===== src/mbvp_pkg.sv =====
// Shared types and constants of the bitmap to vertical page converter.
// Depends on nothing; imported by the position control, the sequencer, the top level and the checker.
package mbvp_pkg;

	localparam int MAX_WIDTH   = 128;
	localparam int MAX_HEIGHT  = 64;
	localparam int COLS_MAX    = MAX_WIDTH / 8;
	localparam int PAGES_MAX   = MAX_HEIGHT / 8;
	localparam int COL_W       = $clog2(COLS_MAX);
	localparam int ROW_W       = 3;
	localparam int PAGE_W      = 3;
	localparam int ROWS_STORED = 7;

	localparam int WIDTH_CFG_W  = 5;
	localparam int HEIGHT_CFG_W = 4;
	localparam int CFG_DATA_W   = 5;
	localparam int CFG_INDEX_W  = 2;

	localparam logic [CFG_INDEX_W-1:0] REG_WIDTH_BYTES  = 2'd0;
	localparam logic [CFG_INDEX_W-1:0] REG_HEIGHT_PAGES = 2'd1;
	localparam logic [CFG_INDEX_W-1:0] REG_LSB_FIRST    = 2'd2;

	localparam logic [ROW_W-1:0] LAST_ROW = 3'd7;

	typedef struct packed {
		logic [7:0] pixel_byte;
		logic       frame_start;
	} in_word_t;

	typedef struct packed {
		logic [7:0] page_byte;
		logic [6:0] column;
		logic [2:0] page;
		logic       last_of_run;
		logic       last_of_frame;
	} out_word_t;

	// Position of the word being accepted, after any frame restart.
	typedef struct packed {
		logic [COL_W-1:0]  col;
		logic [ROW_W-1:0]  row;
		logic [PAGE_W-1:0] page;
		logic              frame_end;
	} pos_t;

endpackage


===== src/mbvp_ram.sv =====
// Generic single-write, single-read RAM with a registered read port.
// Depends on nothing.
module mbvp_ram #(
	parameter int WIDTH = 8,
	parameter int DEPTH = 16
) (
	input  logic                     clk,
	input  logic                     we,
	input  logic [$clog2(DEPTH)-1:0] waddr,
	input  logic [WIDTH-1:0]         wdata,
	input  logic                     re,
	input  logic [$clog2(DEPTH)-1:0] raddr,
	output logic [WIDTH-1:0]         rdata
);

	logic [WIDTH-1:0] mem_q [DEPTH];
	logic [WIDTH-1:0] rdata_q;

	always_ff @(posedge clk) begin
		if (we) begin
			mem_q[waddr] <= wdata;
		end
		if (re) begin
			rdata_q <= mem_q[raddr];
		end
	end

	assign rdata = rdata_q;

endmodule


===== src/mbvp_pos_ctrl.sv =====
// Configuration registers and frame position counters of the page converter.
// Depends on mbvp_pkg.
module mbvp_pos_ctrl
	import mbvp_pkg::*;
(
	input  logic                   clk,
	input  logic                   arst_n,
	input  logic                   cfg_wr_en,
	input  logic [CFG_INDEX_W-1:0] cfg_index,
	input  logic [CFG_DATA_W-1:0]  cfg_wdata,
	input  logic                   accept,
	input  logic                   frame_start,
	output pos_t                   pos,
	output logic                   lsb_first
);

	logic [WIDTH_CFG_W-1:0]  width_q;
	logic [HEIGHT_CFG_W-1:0] height_q;
	logic                    lsb_q;
	logic [COL_W-1:0]        col_q;
	logic [ROW_W-1:0]        row_q;
	logic [PAGE_W-1:0]       page_q;

	logic [WIDTH_CFG_W-1:0]  eff_w;
	logic [HEIGHT_CFG_W-1:0] eff_h;
	logic [COL_W-1:0]        cur_col;
	logic [ROW_W-1:0]        cur_row;
	logic [PAGE_W-1:0]       cur_page;
	logic                    col_last;
	logic                    page_last;

	always_ff @(posedge clk or negedge arst_n) begin
		if (!arst_n) begin
			width_q  <= WIDTH_CFG_W'(COLS_MAX);
			height_q <= HEIGHT_CFG_W'(PAGES_MAX);
			lsb_q    <= 1'b1;
		end else if (cfg_wr_en) begin
			case (cfg_index)
				REG_WIDTH_BYTES:  width_q  <= cfg_wdata[WIDTH_CFG_W-1:0];
				REG_HEIGHT_PAGES: height_q <= cfg_wdata[HEIGHT_CFG_W-1:0];
				REG_LSB_FIRST:    lsb_q    <= cfg_wdata[0];
				default: ;
			endcase
		end
	end

	// Out-of-range sizes clamp to one and to the maximum frame.
	always_comb begin
		eff_w = width_q;
		if (width_q == '0) begin
			eff_w = WIDTH_CFG_W'(1);
		end else if (width_q > WIDTH_CFG_W'(COLS_MAX)) begin
			eff_w = WIDTH_CFG_W'(COLS_MAX);
		end
		eff_h = height_q;
		if (height_q == '0) begin
			eff_h = HEIGHT_CFG_W'(1);
		end else if (height_q > HEIGHT_CFG_W'(PAGES_MAX)) begin
			eff_h = HEIGHT_CFG_W'(PAGES_MAX);
		end
	end

	assign cur_col  = frame_start ? '0 : col_q;
	assign cur_row  = frame_start ? '0 : row_q;
	assign cur_page = frame_start ? '0 : page_q;

	// "At or beyond" so that a shrunk size mid-frame still wraps.
	assign col_last  = ({1'b0, cur_col} + (COL_W+1)'(1)) >= (COL_W+1)'(eff_w);
	assign page_last = ({1'b0, cur_page} + (PAGE_W+1)'(1)) >= eff_h;

	always_ff @(posedge clk or negedge arst_n) begin
		if (!arst_n) begin
			col_q  <= '0;
			row_q  <= '0;
			page_q <= '0;
		end else if (accept) begin
			if (col_last) begin
				col_q <= '0;
				if (cur_row == LAST_ROW) begin
					row_q  <= '0;
					page_q <= page_last ? '0 : cur_page + PAGE_W'(1);
				end else begin
					row_q  <= cur_row + ROW_W'(1);
					page_q <= cur_page;
				end
			end else begin
				col_q  <= cur_col + COL_W'(1);
				row_q  <= cur_row;
				page_q <= cur_page;
			end
		end
	end

	assign pos.col       = cur_col;
	assign pos.row       = cur_row;
	assign pos.page      = cur_page;
	assign pos.frame_end = col_last && page_last;
	assign lsb_first     = lsb_q;

endmodule


===== src/mbvp_emit.sv =====
// Page byte sequencer: one shared bit-gather unit run eight times per band column.
// Depends on mbvp_pkg.
module mbvp_emit
	import mbvp_pkg::*;
(
	input  logic             clk,
	input  logic             arst_n,
	input  logic             start,
	input  pos_t             pos,
	input  logic [7:0]       pixel_byte,
	input  logic [7:0]       row_rd [ROWS_STORED],
	input  logic             lsb_first,
	output logic             busy,
	output logic             out_valid,
	input  logic             out_ready,
	output out_word_t        out_data
);

	localparam logic ST_IDLE = 1'b0;
	localparam logic ST_EMIT = 1'b1;

	logic              state_q;
	logic [2:0]        k_q;
	logic [COL_W-1:0]  col_q;
	logic [PAGE_W-1:0] page_q;
	logic              frame_end_q;
	logic [7:0]        pix_q;
	logic              out_valid_q;
	out_word_t         out_q;

	logic [7:0] gather;
	logic [7:0] rb;
	logic       bit_v;
	logic       load;

	// Column k of the band: bit (7 - k) of each row byte, top row first.
	always_comb begin
		gather = '0;
		for (int r = 0; r < 8; r++) begin
			rb    = (r < ROWS_STORED) ? row_rd[r] : pix_q;
			bit_v = rb[~k_q];
			if (lsb_first) begin
				gather[r] = bit_v;
			end else begin
				gather[7-r] = bit_v;
			end
		end
	end

	assign load = (state_q == ST_EMIT) && (!out_valid_q || out_ready);

	always_ff @(posedge clk or negedge arst_n) begin
		if (!arst_n) begin
			state_q     <= ST_IDLE;
			k_q         <= '0;
			out_valid_q <= 1'b0;
		end else begin
			case (state_q)
				ST_IDLE: begin
					if (out_valid_q && out_ready) begin
						out_valid_q <= 1'b0;
					end
					if (start) begin
						state_q <= ST_EMIT;
						k_q     <= '0;
					end
				end
				ST_EMIT: begin
					if (load) begin
						out_valid_q <= 1'b1;
						k_q         <= k_q + 3'd1;
						if (k_q == 3'd7) begin
							state_q <= ST_IDLE;
						end
					end
				end
				default: state_q <= ST_IDLE;
			endcase
		end
	end

	always_ff @(posedge clk) begin
		if (start) begin
			col_q       <= pos.col;
			page_q      <= pos.page;
			frame_end_q <= pos.frame_end;
			pix_q       <= pixel_byte;
		end
		if (load) begin
			out_q.page_byte     <= gather;
			out_q.column        <= {col_q, k_q};
			out_q.page          <= page_q;
			out_q.last_of_run   <= (k_q == 3'd7);
			out_q.last_of_frame <= (k_q == 3'd7) && frame_end_q;
		end
	end

	assign busy      = (state_q == ST_EMIT);
	assign out_valid = out_valid_q;
	assign out_data  = out_q;

endmodule


===== src/mono_bitmap_to_vertical_pages.sv =====
// Row-major 1bpp bitmap to vertical page bytes, top level.
// The first page byte is registered from the row store and row 7 word once the
// sequencer is in its emit state. Row 0 to 6 words are taken while it is idle;
// after a row 7 word the input is held while the shared gather unit emits eight
// bytes, longer on an output stall. Reset clears counters and sequencer state,
// presets config; the band row store has no reset and is defined once written.
module mono_bitmap_to_vertical_pages
	import mbvp_pkg::*;
(
	input  logic                   clk,
	input  logic                   arst_n,
	input  logic                   cfg_wr_en,
	input  logic [CFG_INDEX_W-1:0] cfg_index,
	input  logic [CFG_DATA_W-1:0]  cfg_wdata,
	input  logic                   in_valid,
	output logic                   in_ready,
	input  in_word_t               in_data,
	output logic                   out_valid,
	input  logic                   out_ready,
	output out_word_t              out_data
);

	logic       accept;
	logic       busy;
	logic       lsb_first;
	logic       start;
	pos_t       pos;
	logic [7:0] row_rd [ROWS_STORED];

	assign in_ready = !busy;
	assign accept   = in_valid && in_ready;
	assign start    = accept && (pos.row == LAST_ROW);

	mbvp_pos_ctrl u_pos (
		.clk         (clk),
		.arst_n      (arst_n),
		.cfg_wr_en   (cfg_wr_en),
		.cfg_index   (cfg_index),
		.cfg_wdata   (cfg_wdata),
		.accept      (accept),
		.frame_start (in_data.frame_start),
		.pos         (pos),
		.lsb_first   (lsb_first)
	);

	// One row store per band row 0..6, addressed by byte-column.
	for (genvar r = 0; r < ROWS_STORED; r++) begin : g_row
		mbvp_ram #(
			.WIDTH (8),
			.DEPTH (COLS_MAX)
		) u_ram (
			.clk   (clk),
			.we    (accept && (pos.row == ROW_W'(r))),
			.waddr (pos.col),
			.wdata (in_data.pixel_byte),
			.re    (start),
			.raddr (pos.col),
			.rdata (row_rd[r])
		);
	end

	mbvp_emit u_emit (
		.clk        (clk),
		.arst_n     (arst_n),
		.start      (start),
		.pos        (pos),
		.pixel_byte (in_data.pixel_byte),
		.row_rd     (row_rd),
		.lsb_first  (lsb_first),
		.busy       (busy),
		.out_valid  (out_valid),
		.out_ready  (out_ready),
		.out_data   (out_data)
	);

endmodule


===== config.mk =====
export PLATFORM = sky130hd
export DESIGN_NAME = mono_bitmap_to_vertical_pages
export DESIGN_NICKNAME = d
export VERILOG_FILES = /design/src/mbvp_pkg.sv /design/src/mbvp_ram.sv /design/src/mbvp_pos_ctrl.sv /design/src/mbvp_emit.sv /design/src/mono_bitmap_to_vertical_pages.sv
export SDC_FILE = /design/constraint.sdc
export NUM_CORES = 1
export LEC_CHECK = 0
export BUFFER_PORTS_ARGS = -buffer_cell sky130_fd_sc_hd__buf_2
export CORE_ASPECT_RATIO = 0.75
export CORE_UTILIZATION = 30
export DETAILED_ROUTE_END_ITERATION = 6
export HOLD_SLACK_MARGIN = 0.06
export SKIP_CTS_REPAIR_TIMING = 1
export SLEW_MARGIN = 20
export SYNTH_ARGS = -nofsm -noshare
export SYNTH_HDL_FRONTEND = slang
export SYNTH_SLANG_ARGS = --single-unit

===== constraint.sdc =====
create_clock -name clk -period 3.2 [get_ports clk]
set_input_delay 0.64 -clock clk [delete_from_list [all_inputs] [get_ports clk]]
set_output_delay 0.64 -clock clk [all_outputs]
set_load 0.01 [all_outputs]

==> results.toml <==
[critical_path]
startpoint = "u_pos.col_q[0]"
critPathTopFamily = "simple AND/OR/NAND/NOR gates"
crit_slowest_cell = "dfrtp_4"
worstPathRequired_ps = 3580
critPathMaxStageDelay_ps = 560
start_kind = "register"
crit_fanout = 97
arrival_ps = 3240
cp_num_buf_inv = 3
r2r_start = "u_pos.col_q[0]"
crit_type = "reg -> reg"
crit_chain = "nand2b_4 -> inv_8 -> buf_12 -> ha_1 -> nand2_1 -> nor2_1 -> buf_4"
endpoint_kind = "register"

[yosys]
ys_types = 49
syn_area_per_cell_sq_um = 14.9
synth-edff-count = 988
ys_ff_latch = 1013
ys_seq_area_frac = 0.749
async_flop_share = 0.0247
yosysWarnings = 0
synthCells = 2722
synth_area_sq_um = 40400
syn_nets = 2765
synth-main-ff-cell = "edfxtp_1"

[routing]
first_iter_violations = 2541
antenna_left = 0
drc = 0
detail_route.wl_per_cell_microns = 21.4
topRoutingLayerUsed = "met4"
wl_met3_mm = 7.69
route.final.wire_length_mm = 101
wl_met1_mm = 48.2
vias_per_cell = 4.98
wl_met2_mm = 43.6
first_pass_iters = 5
vias = 23500

[placement]
portBuffers = 42
hpwl_mm = 60.2
place_ws_ps = 22.3
gp_congestion = 0.795
place_inst = 4563

[floorplan]
io_pins = 43
die_area_sq_um = 136000
coreArea_sq_um = 134000
die_x_microns = 426
start_util = 0.303
rows = 116
die_h_microns = 320

[clocking]
h-tree-depth = 3
clock_path_buffers = 3
numCtsBuffers = 90
cts_tree = "built"
ctsRootBufferMaster = "clkbuf_16"
cts_num_sinks = 1013
path_clk_slew_ps = 70
clk_latency_ps = 690

[sta]
drv_slew = 0
fin_setup_tns_ps = 0
setup_violations = 0
max_slew_margin = 0.353
setup_ws_ps = 343
fmax_ghz = 0.350
worst-slew-pin-transition_ps = 968
holdWs_ps = 213
finClkSkew_ps = 29.6
period_minus_slack_ps = 2860
fin_crit_sh = 0.893
hold_viol_final = 0
rsz0062_at_grt = "no"

[layout]
area_delta_synth_final_pct = 16.1
mostFrequentLayoutCells = "edfxtp_1, nand2_1, a21oi_1"
final_common_cell = "edfxtp_1"
layoutNonFillerInstCount = 4733
diodes = 0
drive_gt1_frac = 0.178
nNetsFinal = 2929

[grt]
grt_pass1_vias = 22800
grt_start_max_net_pins = 129
antenna_found_initial = 3
gr-total-overflow = 0
grt_pass1_wl_mm = 150
grt_usage = 0.147

[pwr]
power_density_nw_per_um2 = 712
irDropWorstVdd_v = 0.000632
leakagePower_nw = 15.5
finalPower_mw = 33.4

[flow_run]
cap_violations = 0

[min_path]
holdCritPathClass = "in -> reg"
hp-start = "cfg_wdata[4]"

[status]
outcome = "finished clean"
-- metrics by stage --
stage / cell area (sq um) / utilization
floorplan: 40500 / -
global placement: 44000 / 0.329
detailed placement: 44000 / 0.329
CTS: 46900 / 0.352
global route: 46900 / 0.352
finish: 46900 / 0.352
-- synthesized netlist by cell type, types with 5 or more instances --
cell type  number  area (sq um)
clkbuf_1       74           278
a211oi_1       57           428
edfxtp_1      988         29700
inv_1           9          33.8
a31oi_1        56           350
and2_1          5          31.3
o21ai_0         9          45.0
buf_1           5          18.8
nand2b_1        8          50.1
mux2_2        121          1360
dfrtp_1        22           551
nor2b_1        67           419
nand2_1       541          2030
nor2_1        125           469
nand3_1        63           315
ha_1           22           275
o221ai_1       55           482
mux4_1         13           342
mux4_2         12           270
a32oi_1        55           482
buf_2          91           455
mux2i_1        57           571
a21oi_1       229          1150
-- tightest hold or removal path: stages --
cell and delay (ps):
buf_2 90, nand2_1 50, o21ai_0 60
-- final cells by class --
type | instances | area (sq um)
clock buffer | 113 | 2380
sequential | 1013 | 30300
fill | 12700 | 86600
clock inverter | 56 | 589
multi-input combinational | 1522 | 9350
timing repair buffer | 248 | 2050
tap | 1770 | 2210
inverter | 11 | 56.3
-- registers in the layout, summed over array words and instances (netlist names) --
register	cells
u_pos.height_q	4
u_pos.lsb_first	1
u_emit.out_data	20
u_emit.busy	1
u_pos.width_q	5
u_emit.page_q	3
g_row.u_ram.mem_q	896
u_emit.k_q	3
u_emit.pix_q	8
u_emit.col_q	4
u_emit.frame_end_q	1
u_pos.col_q	4
u_pos.page_q	3
g_row.u_ram.rdata	56
u_emit.out_valid	1
u_pos.row_q	3
-- final timing paths --
check	cells past startpoint	slack [ps]	endpoint
setup / recovery	7	340	g_row[0].u_ram.mem_q[13][5]
hold / removal	3	210	u_pos.width_q[4]
setup reg to reg	7	340	g_row[0].u_ram.mem_q[13][5]
hold reg to reg	0	430	u_emit.out_data[2]
max in group asynchronous	2	2070	u_pos.col_q[0]
min in group asynchronous	2	560	u_emit.busy
-- layer usage --
metal,up-vias,GRT usage
li1,10600,-
met1,11900,0.225
met2,846,0.211
met3,118,0.0297
met4,0,0.0344
met5,-,0
-- logic make-up after synthesis --
| kind of cell | share of synthesized area |
|---|---|
| xor gates and xnor gates | 0.000650 |
| muxes | 0.0629 |
| and+or+nand+nor | 0.0835 |
| buffers and inverters | 0.0212 |
| adders and majority gates | 0.00681 |
| AOI/OAI and AO/OA | 0.0759 |
| DFF | 0.749 |
-- report_power, final --
group          switching, mW  internal [mW]
logic                   4.58           2.60
registers              0.209           14.9
clock network           4.88           6.20
Power figures use the tool's default switching activity.
